$ cat config.mk
export PLATFORM = sky130hd
export DESIGN_NAME = glacc_ctrl
export DESIGN_NICKNAME = d
export VERILOG_FILES = /design/src/rtl/glacc_pkg.sv /design/src/rtl/glacc_ctrl.sv
export SDC_FILE = /design/constraint.sdc
export NUM_CORES = 1
export LEC_CHECK = 0
export ABC_AREA = 1
export CELL_PAD_IN_SITES_DETAIL_PLACEMENT = 1
export CELL_PAD_IN_SITES_GLOBAL_PLACEMENT = 1
export CORE_MARGIN = 10
export CORE_UTILIZATION = 40
export CTS_CLUSTER_DIAMETER = 200
export CTS_CLUSTER_SIZE = 25
export DETAILED_ROUTE_END_ITERATION = 12
export DONT_BUFFER_PORTS = 1
export PLACE_DENSITY = 0.77
export SYNTH_ARGS = -nofsm -noshare
export SYNTH_HDL_FRONTEND = slang
export SYNTH_SLANG_ARGS = --single-unit
$ cat constraint.sdc
create_clock -name clk -period 1.7 [get_ports clk]
set_input_delay 0 -clock clk [delete_from_list [all_inputs] [get_ports clk]]
set_output_delay 0 -clock clk [all_outputs]
set_load 0.005 [all_outputs]
$ cat src/rtl/glacc_pkg.sv
`timescale 1ns / 1ps
// types, codes and constants for the gaussian likelihood accumulator
// no dependencies

package glacc_pkg;

  typedef struct packed {
    logic signed [31:0] prediction;
    logic signed [31:0] observed;
    logic [31:0]        sigma;
    logic               is_last;
  } in_t;

  typedef struct packed {
    logic signed [33:0] residual;
    logic signed [47:0] weight;
    logic [47:0]        likelihood_sum;
    logic signed [47:0] norm_sum;
    logic               last;
    logic               bad_scale;
  } out_t;

  typedef enum logic [3:0] {
    ST_IDLE,
    ST_MUL_N,
    ST_CHECK,
    ST_MUL_HL,
    ST_MUL_HH,
    ST_MUL_SQ,
    ST_NORM,
    ST_MUL_LN,
    ST_DIV_W,
    ST_DIV_L,
    ST_OUT
  } state_t;

  typedef enum logic [2:0] {
    MUL_NONE,
    MUL_N,
    MUL_LL,
    MUL_HL,
    MUL_HH,
    MUL_SQ,
    MUL_LN
  } mul_op_t;

  typedef struct packed {
    logic    cap;
    mul_op_t mul_op;
    logic    norm_load;
    logic    norm_en;
    logic [2:0] norm_stage;
    logic    div_load_w;
    logic    div_load_l;
    logic    div_step;
    logic    div_store_w;
    logic    out_load;
  } cmd_t;

  typedef struct packed {
    logic bad;
  } status_t;

  localparam int DIV_STEPS  = 48;
  localparam int NORM_STEPS = 6;
  localparam logic [31:0] LN2_Q32 = 32'hB17217F8;
  localparam logic [15:0] HALF_LN_2PI_Q16 = 16'd60224;
  localparam logic [2:0]  CFG_IDX_NOISE = 3'd0;

  // fraction of log2(1 + i/2^tb) in q.16, by repeated squaring in q1.30
  function automatic logic [15:0] log2_frac(input int tb, input int i);
    logic [63:0] x;
    logic [15:0] f;
    x = 64'((64'(1) << tb) + 64'(i)) << (30 - tb);
    f = '0;
    for (int s = 0; s < 16; s++) begin
      x = (x * x) >> 30;
      f = {f[14:0], 1'b0};
      if (x >= (64'd2 << 30)) begin
        x = x >> 1;
        f[0] = 1'b1;
      end
    end
    return f;
  endfunction

endpackage

$ cat src/rtl/glacc_ctrl.sv
`timescale 1ns / 1ps
// sequencing state machine for the likelihood accumulator
// depends on glacc_pkg

module glacc_ctrl import glacc_pkg::*; (
  input  logic    clk,
  input  logic    rst_n,
  input  logic    in_valid,
  output logic    in_stall,
  output logic    out_valid,
  input  logic    out_stall,
  input  status_t stat,
  output cmd_t    cmd
);

  state_t     state_r, state_nxt;
  logic [5:0] cnt_r, cnt_nxt;
  logic       out_valid_r, out_valid_nxt;
  logic       slot_free;

  assign slot_free = !out_valid_r || !out_stall;
  assign in_stall  = (state_r != ST_IDLE);
  assign out_valid = out_valid_r;

  always_comb begin
    state_nxt = state_r;
    cnt_nxt   = cnt_r;
    case (state_r)
      ST_IDLE:   if (in_valid) state_nxt = ST_MUL_N;
      ST_MUL_N:  state_nxt = ST_CHECK;
      ST_CHECK:  state_nxt = stat.bad ? ST_OUT : ST_MUL_HL;
      ST_MUL_HL: state_nxt = ST_MUL_HH;
      ST_MUL_HH: state_nxt = ST_MUL_SQ;
      ST_MUL_SQ: begin
        state_nxt = ST_NORM;
        cnt_nxt   = '0;
      end
      ST_NORM: begin
        cnt_nxt = cnt_r + 6'd1;
        if (cnt_r == 6'(NORM_STEPS - 1)) state_nxt = ST_MUL_LN;
      end
      ST_MUL_LN: begin
        state_nxt = ST_DIV_W;
        cnt_nxt   = '0;
      end
      ST_DIV_W: begin
        cnt_nxt = cnt_r + 6'd1;
        if (cnt_r == 6'(DIV_STEPS)) begin
          state_nxt = ST_DIV_L;
          cnt_nxt   = '0;
        end
      end
      ST_DIV_L: begin
        cnt_nxt = cnt_r + 6'd1;
        if (cnt_r == 6'(DIV_STEPS)) state_nxt = ST_OUT;
      end
      ST_OUT:    if (slot_free) state_nxt = ST_IDLE;
      default:   state_nxt = ST_IDLE;
    endcase
  end

  // each divide pass loads while its counter is zero and iterates while the counter runs up to DIV_STEPS
  always_comb begin
    cmd = '0;
    cmd.mul_op = MUL_NONE;
    case (state_r)
      ST_IDLE:   cmd.cap = in_valid;
      ST_MUL_N:  cmd.mul_op = MUL_N;
      ST_CHECK: begin
        cmd.mul_op    = MUL_LL;
        cmd.norm_load = 1'b1;
      end
      ST_MUL_HL: cmd.mul_op = MUL_HL;
      ST_MUL_HH: cmd.mul_op = MUL_HH;
      ST_MUL_SQ: cmd.mul_op = MUL_SQ;
      ST_NORM: begin
        cmd.norm_en    = 1'b1;
        cmd.norm_stage = cnt_r[2:0];
      end
      ST_MUL_LN: cmd.mul_op = MUL_LN;
      ST_DIV_W: begin
        cmd.div_load_w = (cnt_r == 6'd0);
        cmd.div_step   = (cnt_r != 6'd0);
      end
      ST_DIV_L: begin
        cmd.div_store_w = (cnt_r == 6'd0);
        cmd.div_load_l  = (cnt_r == 6'd0);
        cmd.div_step    = (cnt_r != 6'd0);
      end
      ST_OUT:    cmd.out_load = slot_free;
      default:   cmd = '0;
    endcase
  end

  always_comb begin
    out_valid_nxt = out_valid_r;
    if (cmd.out_load) out_valid_nxt = 1'b1;
    else if (!out_stall) out_valid_nxt = 1'b0;
  end

  always_ff @(posedge clk) begin
    if (!rst_n) begin
      state_r     <= ST_IDLE;
      cnt_r       <= '0;
      out_valid_r <= 1'b0;
    end else begin
      state_r     <= state_nxt;
      cnt_r       <= cnt_nxt;
      out_valid_r <= out_valid_nxt;
    end
  end

  a_load_free: assert property (@(posedge clk) disable iff (!rst_n)
    cmd.out_load |-> (!out_valid_r || !out_stall))
    else $error("result loaded over an untaken beat");

  a_accept_start: assert property (@(posedge clk) disable iff (!rst_n)
    (in_valid && !in_stall) |=> (state_r == ST_MUL_N))
    else $error("accepted beat did not start the sequence");

  a_div_pass: assert property (@(posedge clk) disable iff (!rst_n)
    (state_r == ST_DIV_W && cnt_r == 6'(DIV_STEPS)) |=> (state_r == ST_DIV_L))
    else $error("second divide pass did not follow the first");

  a_stall_busy: assert property (@(posedge clk) disable iff (!rst_n)
    (state_r == ST_OUT && !slot_free) |=> (state_r == ST_OUT))
    else $error("left output state while slot busy");

endmodule

==> impl_metrics.ini, run 1 <==
[clock_network]
htree_levels = 1
clock_path_buffers = 2
clock_latency_ns = 0.27
numClockSinks = 11
cts_setup_buffers = 0
cts_tree = yes
numCtsBuffers = 3
root_buffer = clkbuf_4
path_clk_slew_ns = 0.07

[sta]
drv_slew = 0
period_needed_ns = 1.50
fmax_mhz = 666
timing.max_slew.rel_slack_pct = 74.9
tns_ns = 0
finalClockSkew_ns = 0.00368
hold_violations = 0
rsz0062_at_grt = false
tightest_slew_ns = 0.375
fin_ws_ns = 0.199
setup_viol = 0
fin_crit_sh_pct = 88.3

[final_layout]
post-route-util_pct = 46.0
stdcell_count = 169
antenna_cells = 0
final_layout_size_suffix_gt1_share_pct = 13.4
areaGrowthSynthToFinish_pct = 8.42
fillers = 305
seqCellArea_um2 = 220
layout.nets = 151
multiInputGateArea_um2 = 489

[setup_path]
crit_chain = inv_1, ha_1, nand3_1, o21ai_1, nand2_1, a31oi_1, nor2_1
critical-path-top-delay-family = compound AO/OA/AOI/OAI gates
crit_arrival_ns = 1.66
cp_max_fo = 4
crit_slowest_cell = dfxtp_1
crit_buf_inv = 1
ff2ff_path_depth = 7
worstPathRequired_ns = 1.86
worst-r2r-setup-slack_ns = 0.20
cp-start-kind = flop
cp.depth = 7
critPathKind = reg -> reg
end_kind = flop
critPathMaxStageDelay_ns = 0.33

[synth]
avgSynthCellArea_um2 = 6.03
ys_seq_elements = 11
synth-simple-area-share_pct = 40.3
synth_xor_area_share_pct = 4.21
synthCells = 138
synth_cell_types = 21
yosysWarnings = 0
ys_seq_area_share_pct = 26.5
synth_fp_nets = 146
synthAdderAreaFrac_pct = 4.51
synth_compound_area_share_pct = 9.77
synth_mux_area_share_pct = 0
synth_area_um2 = 832
synth_top_family_by_area = simple AND/OR/NAND/NOR gates

[placed_design]
gp_congestion = 0.915
portBuffers = 0
dpl.hpwl_mm = 2.05
post-place-ws_ns = 0.206
placed_cells = 163

[global_routing]
gr-total-overflow = 0
grt_pass1_vias = 888
use_met2_pct = 19.0
grt_use_total_pct = 12.3
antenna_found_initial = 0
grt_max_degree = 11
met1_usage_pct = 15.0
top_usage_layer = met2
grt_pass1_wl_mm = 4.24
use_met3_pct = 3.39

[power_and_ir_drop]
p_per_area_mw_per_mm2 = 1440
total_power_uw = 1300
leakagePower_uw = 0.000472
ir_worst_vdd_uv = 644

[routing]
via_count = 874
wl_per_cell_um = 14.3
drtIter0Drc = 33
drtPass1Iterations = 4
routed_wl_mm = 2.42
vias_per_cell = 5.17
drc = 0
antenna_left = 0

[flow_run]
drv_cap = 0

[min_path]
hold_depth = 2
min_path_type = in -> out

[die]
floorplan.initialDensity_pct = 42.4
ioPinCount = 21
die-area_mm2 = 0.00430
num_rows = 16
die_w_um = 65.6
core-area_mm2 = 0.00196
die_h_um = 65.6

[run_status]
status = completed
==> worst paths after layout <==
path	end	from
setup / recovery	state_r[1]$_SDFFE_PN0P_	cnt_r[1]$_SDFFE_PN0P_
hold / removal	cmd[13]	in_valid
setup reg to reg	state_r[1]$_SDFFE_PN0P_	cnt_r[1]$_SDFFE_PN0P_
hold reg to reg	out_valid$_SDFFE_PN0P_	out_valid$_SDFFE_PN0P_
==> cell usage after synthesis <==
library cell	n	share of area, %
a211oi_1	2	1.8
a21oi_1	1	0.60
a31oi_1	1	0.75
buf_2	2	1.2
buf_4	2	1.8
dfxtp_1	11	26
ha_1	3	4.5
inv_1	19	8.6
inv_2	7	3.2
nand2_1	27	12
nand2_2	1	0.75
nand3_1	14	8.4
nand4_1	4	3.0
nor2_1	26	12
nor2_2	4	3.0
nor3_1	2	1.2
o21ai_0	4	2.4
o21ai_1	2	1.2
o21ai_2	1	1.1
o21ai_4	1	2.0
xor2_1	4	4.2
==> placed cells by master, fill, tap and decap left out, drive strengths merged <==
| cell | n |
|---|---|
| a211oi | 2 |
| a21oi | 1 |
| a31oi | 1 |
| buf | 2 |
| clkbuf | 4 |
| dfxtp | 11 |
| dlygate4sd3 | 2 |
| ha | 3 |
| inv | 26 |
| nand2 | 28 |
| nand3 | 14 |
| nand4 | 4 |
| nor2 | 30 |
| nor3 | 2 |
| o21ai | 8 |
| xor2 | 4 |
==> per-stage QoR <==
| stage | hold WS (ns) | cell area, um2 |
|---|---|---|
| floorplan | 0.0926 | 832 |
| global placement | 0.101 | 856 |
| detailed placement | 0.115 | 856 |
| CTS | 0.118 | 902 |
| global route | 0.133 | 902 |
| finish | 0.114 | 902 |
==> kinds of logic (layout without fill, tap and decap cells) <==
family                     Yosys count  count (layout)
adders and majority gates            3               3
AOI/OAI and AO/OA                   12              12
and+or+nand+nor                     78              78
xor gates and xnor gates             4               4
DFF                                 11              11
buffers and inverters               30              34
==> power breakdown <==
group          internal [uW]  total, uW  switching, uW
clock                   90.8        174           83.3
sequential               312        395           83.1
combinational            233        728            495
total                    636       1300            662
==> sequential cells by signal, indices dropped and copies added (netlist names) <==
| signal | count |
|---|---|
| cnt_r | 6 |
| state_r | 4 |
| out_valid | 1 |
==> layout make-up <==
class / count / area share, %
Inverter: 26 / 10.8
Timing Repair Buffer: 4 / 3.88
Sequential cell: 11 / 24.4
Tap cell: 27 / 3.74
Clock buffer: 4 / 2.91
Multi-Input combinational cell: 97 / 54.2
==> metal layers <==
layer,routed length [um],up-vias
met5,0,-
met4,54,0
met3,126,7
met2,1120,17
met1,1120,410
li1,-,440
==> what timing repair did <==
item                                    CTS  global route
hold buffers                              2             0
resized for setup                         0             0
hold endpoints to repair                 11             0
endpoints found under the setup margin    0             0
(Power assumes the default switching activity.)
==> run 2, diff against run 1 <==
- CTS_BUF_LIST: unset -> sky130_fd_sc_hd__clkbuf_8 sky130_fd_sc_hd__clkbuf_16
==> impl_metrics.ini, run 2 (synthesized netlist as in run 1, its figures left out) <==
[min_path]
hold_depth = 2
worstHoldEndpoint = cmd[13]
min_path_type = in -> out
hold_start = in_valid

[clock_network]
root_buffer = clkbuf_8
path_clk_slew_ns = 0.05
ctsHoldBuffers = 2
cts_resized = 0
clock_latency_ns = 0.24
htree_levels = 1
cts_tree = yes
numClockSinks = 11
clock_path_buffers = 2
numCtsBuffers = 3
cts_setup_buffers = 0

[die]
die_w_um = 65.6
die-area_mm2 = 0.00430
die_h_um = 65.6
num_rows = 16
floorplan.initialDensity_pct = 42.4
core-area_mm2 = 0.00196
ioPinCount = 21

[sta]
hold_violations = 0
setup_viol = 0
fmax_mhz = 671
drv_slew = 0
finalClockSkew_ns = 0.00398
tns_ns = 0
tightest_slew_ns = 0.374
timing.max_slew.rel_slack_pct = 74.9
period_needed_ns = 1.49
rsz0062_at_grt = false
fin_crit_sh_pct = 87.6

[final_layout]
fillers = 297
final_layout_size_suffix_gt1_share_pct = 13.4
areaGrowthSynthToFinish_pct = 10.7
layout.cells.most_common_list = nand2_1 (27), nor2_1 (26), inv_1 (20)
layout.nets = 151
largest_reg_flops = 6
stdcell_count = 169
final_common_cell = nand2_1
seqCellArea_um2 = 220
top_register = cnt_r
multiInputGateArea_um2 = 489
antenna_cells = 0

[global_routing]
grt_pass1_vias = 896
grt_max_degree = 11
grt_pass1_wl_mm = 4.29
grt_use_total_pct = 12.5
antenna_found_initial = 0
gr-total-overflow = 0

[placed_design]
portBuffers = 0
placed_cells = 163
dpl.hpwl_mm = 2.05
gp_congestion = 0.915

[routing]
vias_per_cell = 5.15
wl_met1_mm = 1.09
drc = 0
drtPass1Iterations = 4
wl_met3_um = 162
met2_length_mm = 1.15
wl_per_cell_um = 14.5
routed_wl_mm = 2.46
top_layer = met4
antenna_left = 0
drtIter0Drc = 38
via_count = 871

[setup_path]
cp_max_fo = 4
crit_buf_inv = 1
timing.rr.start = cnt_r[1]$_SDFFE_PN0P_
crit_chain = inv_1, ha_1, nand3_1, o21ai_1, nand2_1, a31oi_1, nor2_1
reg2reg_to = state_r[1]$_SDFFE_PN0P_
end_kind = flop
cp-start-kind = flop
worstPathRequired_ns = 1.83
critPathKind = reg -> reg
critical-path-top-delay-family = compound AO/OA/AOI/OAI gates
crit_slowest_cell = o21ai_1
worst-r2r-setup-slack_ns = 0.21
ff2ff_path_depth = 7
critPathMaxStageDelay_ns = 0.33
crit_arrival_ns = 1.62

[power_and_ir_drop]
leakagePower_uw = 0.000484
p_per_area_mw_per_mm2 = 1490
ir_worst_vdd_uv = 800

[flow_run]
drv_cap = 0

[run_status]
status = completed
[run 2: power by group]
part           total (uW)  internal [uW]  switching, uW
clock network         252            158           94.1
logic                 726            233            493
registers             396            313           83.0
total                1370            704            670
[run 2: worst reg2reg max path, cell delays in order, from the launching register on]
cell	delay [ns]
dfxtp_1	0.32
inv_1	0.13
ha_1	0.18
nand3_1	0.08
o21ai_1	0.33
nand2_1	0.10
a31oi_1	0.19
nor2_1	0.06
[run 2: stage by stage]
step / hold WS (ns) / utilization (%) / total power, uW / setup WS (ns) / instance area, um2
5_1_grt: 0.133 / 46.9 / 1510 / 0.0789 / 921
6_report: 0.114 / 46.9 / 1370 / 0.210 / 921
3_3_place_gp: 0.101 / 43.6 / 1080 / 0.287 / 856
2_1_floorplan: 0.0926 / - / 925 / 0.493 / 832
4_1_cts: 0.118 / 46.9 / 1390 / 0.198 / 921
3_5_place_dp: 0.115 / 43.6 / 1120 / 0.206 / 856
[run 2: metal layers]
layer | global-route usage, % | up-vias
met2 | 19.8 | 19
li1 | - | 438
met1 | 15.0 | 407
met3 | 3.39 | 7
met5 | 0 | -
met4 | 6.68 | 0
[run 2: final cells by class]
type	count	area share (%)
multi-input cells	97	53.1
well taps	27	3.67
clock inverters	1	0.408
repair buffers	4	3.80
inverters	26	10.6
flip-flops and latches	11	23.9
clock buffers	3	4.48
[run 2: worst max-delay path by stage]
stage | endpoint | start | cells past startpoint
after floorplan | cnt_r[0]$_SDFFE_PN0P_ | state_r[3]$_SDFFE_PN0P_ | 7
after global placement | state_r[1]$_SDFFE_PN0P_ | cnt_r[1]$_SDFFE_PN0P_ | 7
after detailed placement | state_r[1]$_SDFFE_PN0P_ | cnt_r[1]$_SDFFE_PN0P_ | 7
after CTS | state_r[1]$_SDFFE_PN0P_ | cnt_r[1]$_SDFFE_PN0P_ | 7
after global routing | state_r[3]$_SDFFE_PN0P_ | cnt_r[1]$_SDFFE_PN0P_ | 8
final | state_r[1]$_SDFFE_PN0P_ | cnt_r[1]$_SDFFE_PN0P_ | 7
==> run 3, diff against run 2 <==
- PLACE_DENSITY: 0.77 -> unset
- PLACE_DENSITY_LB_ADDON: unset -> 0.1
==> impl_metrics.ini, run 3 (synthesized netlist as in run 1, its figures left out) <==
[final_layout]
stdcell_count = 168
final_layout_size_suffix_gt1_share_pct = 12.8
layout.cells.most_common_list = nand2_1 (27), nor2_1 (26), inv_1 (20)
final_common_cell = nand2_1
antenna_cells = 0
largest_reg_flops = 6
areaGrowthSynthToFinish_pct = 9.77
layout.nets = 150
fillers = 288
top_register = cnt_r

[sta]
setup_viol = 0
tns_ns = 0
fin_ws_ns = 0.259
tightest_slew_ns = 0.376
finalClockSkew_ns = 0.00399
fin_crit_sh_pct = 84.7
hold_violations = 0
fmax_mhz = 694
period_needed_ns = 1.44
timing.max_slew.rel_slack_pct = 74.9
rsz0062_at_grt = false
drv_slew = 0
timing.hold.ws_ns = 0.102

[routing]
routed_wl_mm = 2.47
via_count = 836
vias_per_cell = 4.98
wl_per_cell_um = 14.7
antenna_left = 0
drc = 0
drtPass1Iterations = 4
drtIter0Drc = 30

[clock_network]
root_buffer = clkbuf_8
numClockSinks = 11
cts_setup_buffers = 0
clock_path_buffers = 2
htree_levels = 1
numCtsBuffers = 3
cts_tree = yes
path_clk_slew_ns = 0.05
cts_resized = 0
clock_latency_ns = 0.25

[power_and_ir_drop]
seqPwrFrac_pct = 29.0
p_clk_share_pct = 20.0
ir_worst_vdd_uv = 724
p_per_area_mw_per_mm2 = 1490
p_sw_uw = 664
netSwitchingFraction_pct = 48.7
intPower_uw = 700
total_power_uw = 1360
leakagePower_uw = 0.000479
p_comb_share_pct = 51.1

[global_routing]
grt_pass1_wl_mm = 4.13
antenna_found_initial = 0
grt_pass1_vias = 898
grt_max_degree = 11
gr-total-overflow = 0
grt_use_total_pct = 12.6

[setup_path]
cp-start-kind = flop
worst-r2r-setup-slack_ns = 0.26
critical-path-top-delay-family = simple AND/OR/NAND/NOR gates
worstPathRequired_ns = 1.88
critPathMaxStageDelay_ns = 0.54
ff2ff_path_depth = 8
timing.rr.start = state_r[1]$_SDFFE_PN0P_
crit_arrival_ns = 1.62
critPathKind = reg -> reg
cp_max_fo = 10
end_kind = flop
crit_slowest_cell = dfxtp_1
crit_chain = inv_2, nor2_2, nand3_1, nand2_1, nor2_1, nand3_1, nand2_1, nor2_1
crit_buf_inv = 1
reg2reg_to = state_r[3]$_SDFFE_PN0P_

[placed_design]
placed_cells = 162
post-place-ws_ns = 0.273
dpl.hpwl_mm = 1.96
portBuffers = 0
gp_congestion = 0.907

[die]
die-area_mm2 = 0.00430
core-area_mm2 = 0.00196
ioPinCount = 21
num_rows = 16
floorplan.initialDensity_pct = 42.4
die_w_um = 65.6
die_h_um = 65.6

[min_path]
hold_depth = 2
hold_start = in_valid
worstHoldEndpoint = cmd[13]
min_path_type = in -> out

[flow_run]
drv_cap = 0

[run_status]
status = completed
## run 3: cell types whose count changed in the layout (fill, tap and decap cells not counted)
cell   previous run  this run
buf_4             2         1
## run 3: how the worst max path moves through the flow
stage,start,to,cells past startpoint
2_1_floorplan,state_r[3]$_SDFFE_PN0P_,cnt_r[0]$_SDFFE_PN0P_,7
3_3_place_gp,state_r[1]$_SDFFE_PN0P_,state_r[0]$_SDFFE_PN0P_,7
3_5_place_dp,state_r[1]$_SDFFE_PN0P_,state_r[0]$_SDFFE_PN0P_,7
4_1_cts,state_r[1]$_SDFFE_PN0P_,state_r[3]$_SDFFE_PN0P_,7
5_1_grt,state_r[1]$_SDFFE_PN0P_,state_r[0]$_SDFFE_PN0P_,8
6_report,state_r[1]$_SDFFE_PN0P_,state_r[3]$_SDFFE_PN0P_,8
## run 3: timing repair
item,CTS,global route
hold buffers,2,0
endpoints found under the hold margin,11,0
setup endpoints to repair,0,0
## run 3: final cells by class
type | count | area [um2] | area share (%)
multi-input combinational | 97 | 489 | 53.6
sequential | 11 | 220 | 24.1
inverter | 26 | 97.6 | 10.7
clock buffer | 3 | 41.3 | 4.52
tap | 27 | 33.8 | 3.70
timing repair buffer | 3 | 27.5 | 3.01
clock inverter | 1 | 3.75 | 0.411
## run 3: per-stage QoR
step | cell area, um2 | utilization (%)
6_report | 913 | 46.6
5_1_grt | 913 | 46.6
4_1_cts | 913 | 46.6
3_5_place_dp | 848 | 43.2
3_3_place_gp | 848 | 43.2
2_1_floorplan | 832 | -
## run 3: worst register-to-register path: cells and delay by family, from the launching register on
family | cells | cell delay (ns)
buf+inv | 1 | 0.09
flops | 1 | 0.54
simple gates | 7 | 0.75
## run 3: routing by layer
layer	wire length (um)	track usage [%]	up-vias	part of all wire, %
met1	975	12.0	378	40
met4	76	9.09	0	3.1
met5	0	0	-	0
met2	1310	22.8	16	53
met3	102	3.56	7	4.1
li1	-	-	435	-
## run 3: power groups by stage
stage / registers [uW] / clock network [uW] / logic (uW)
after floorplan: 368 / 0 / 556
after global placement: 397 / 0 / 684
after detailed placement: 400 / 0 / 694
after CTS: 395 / 280 / 705
after global routing: 405 / 290 / 812
final: 395 / 273 / 696
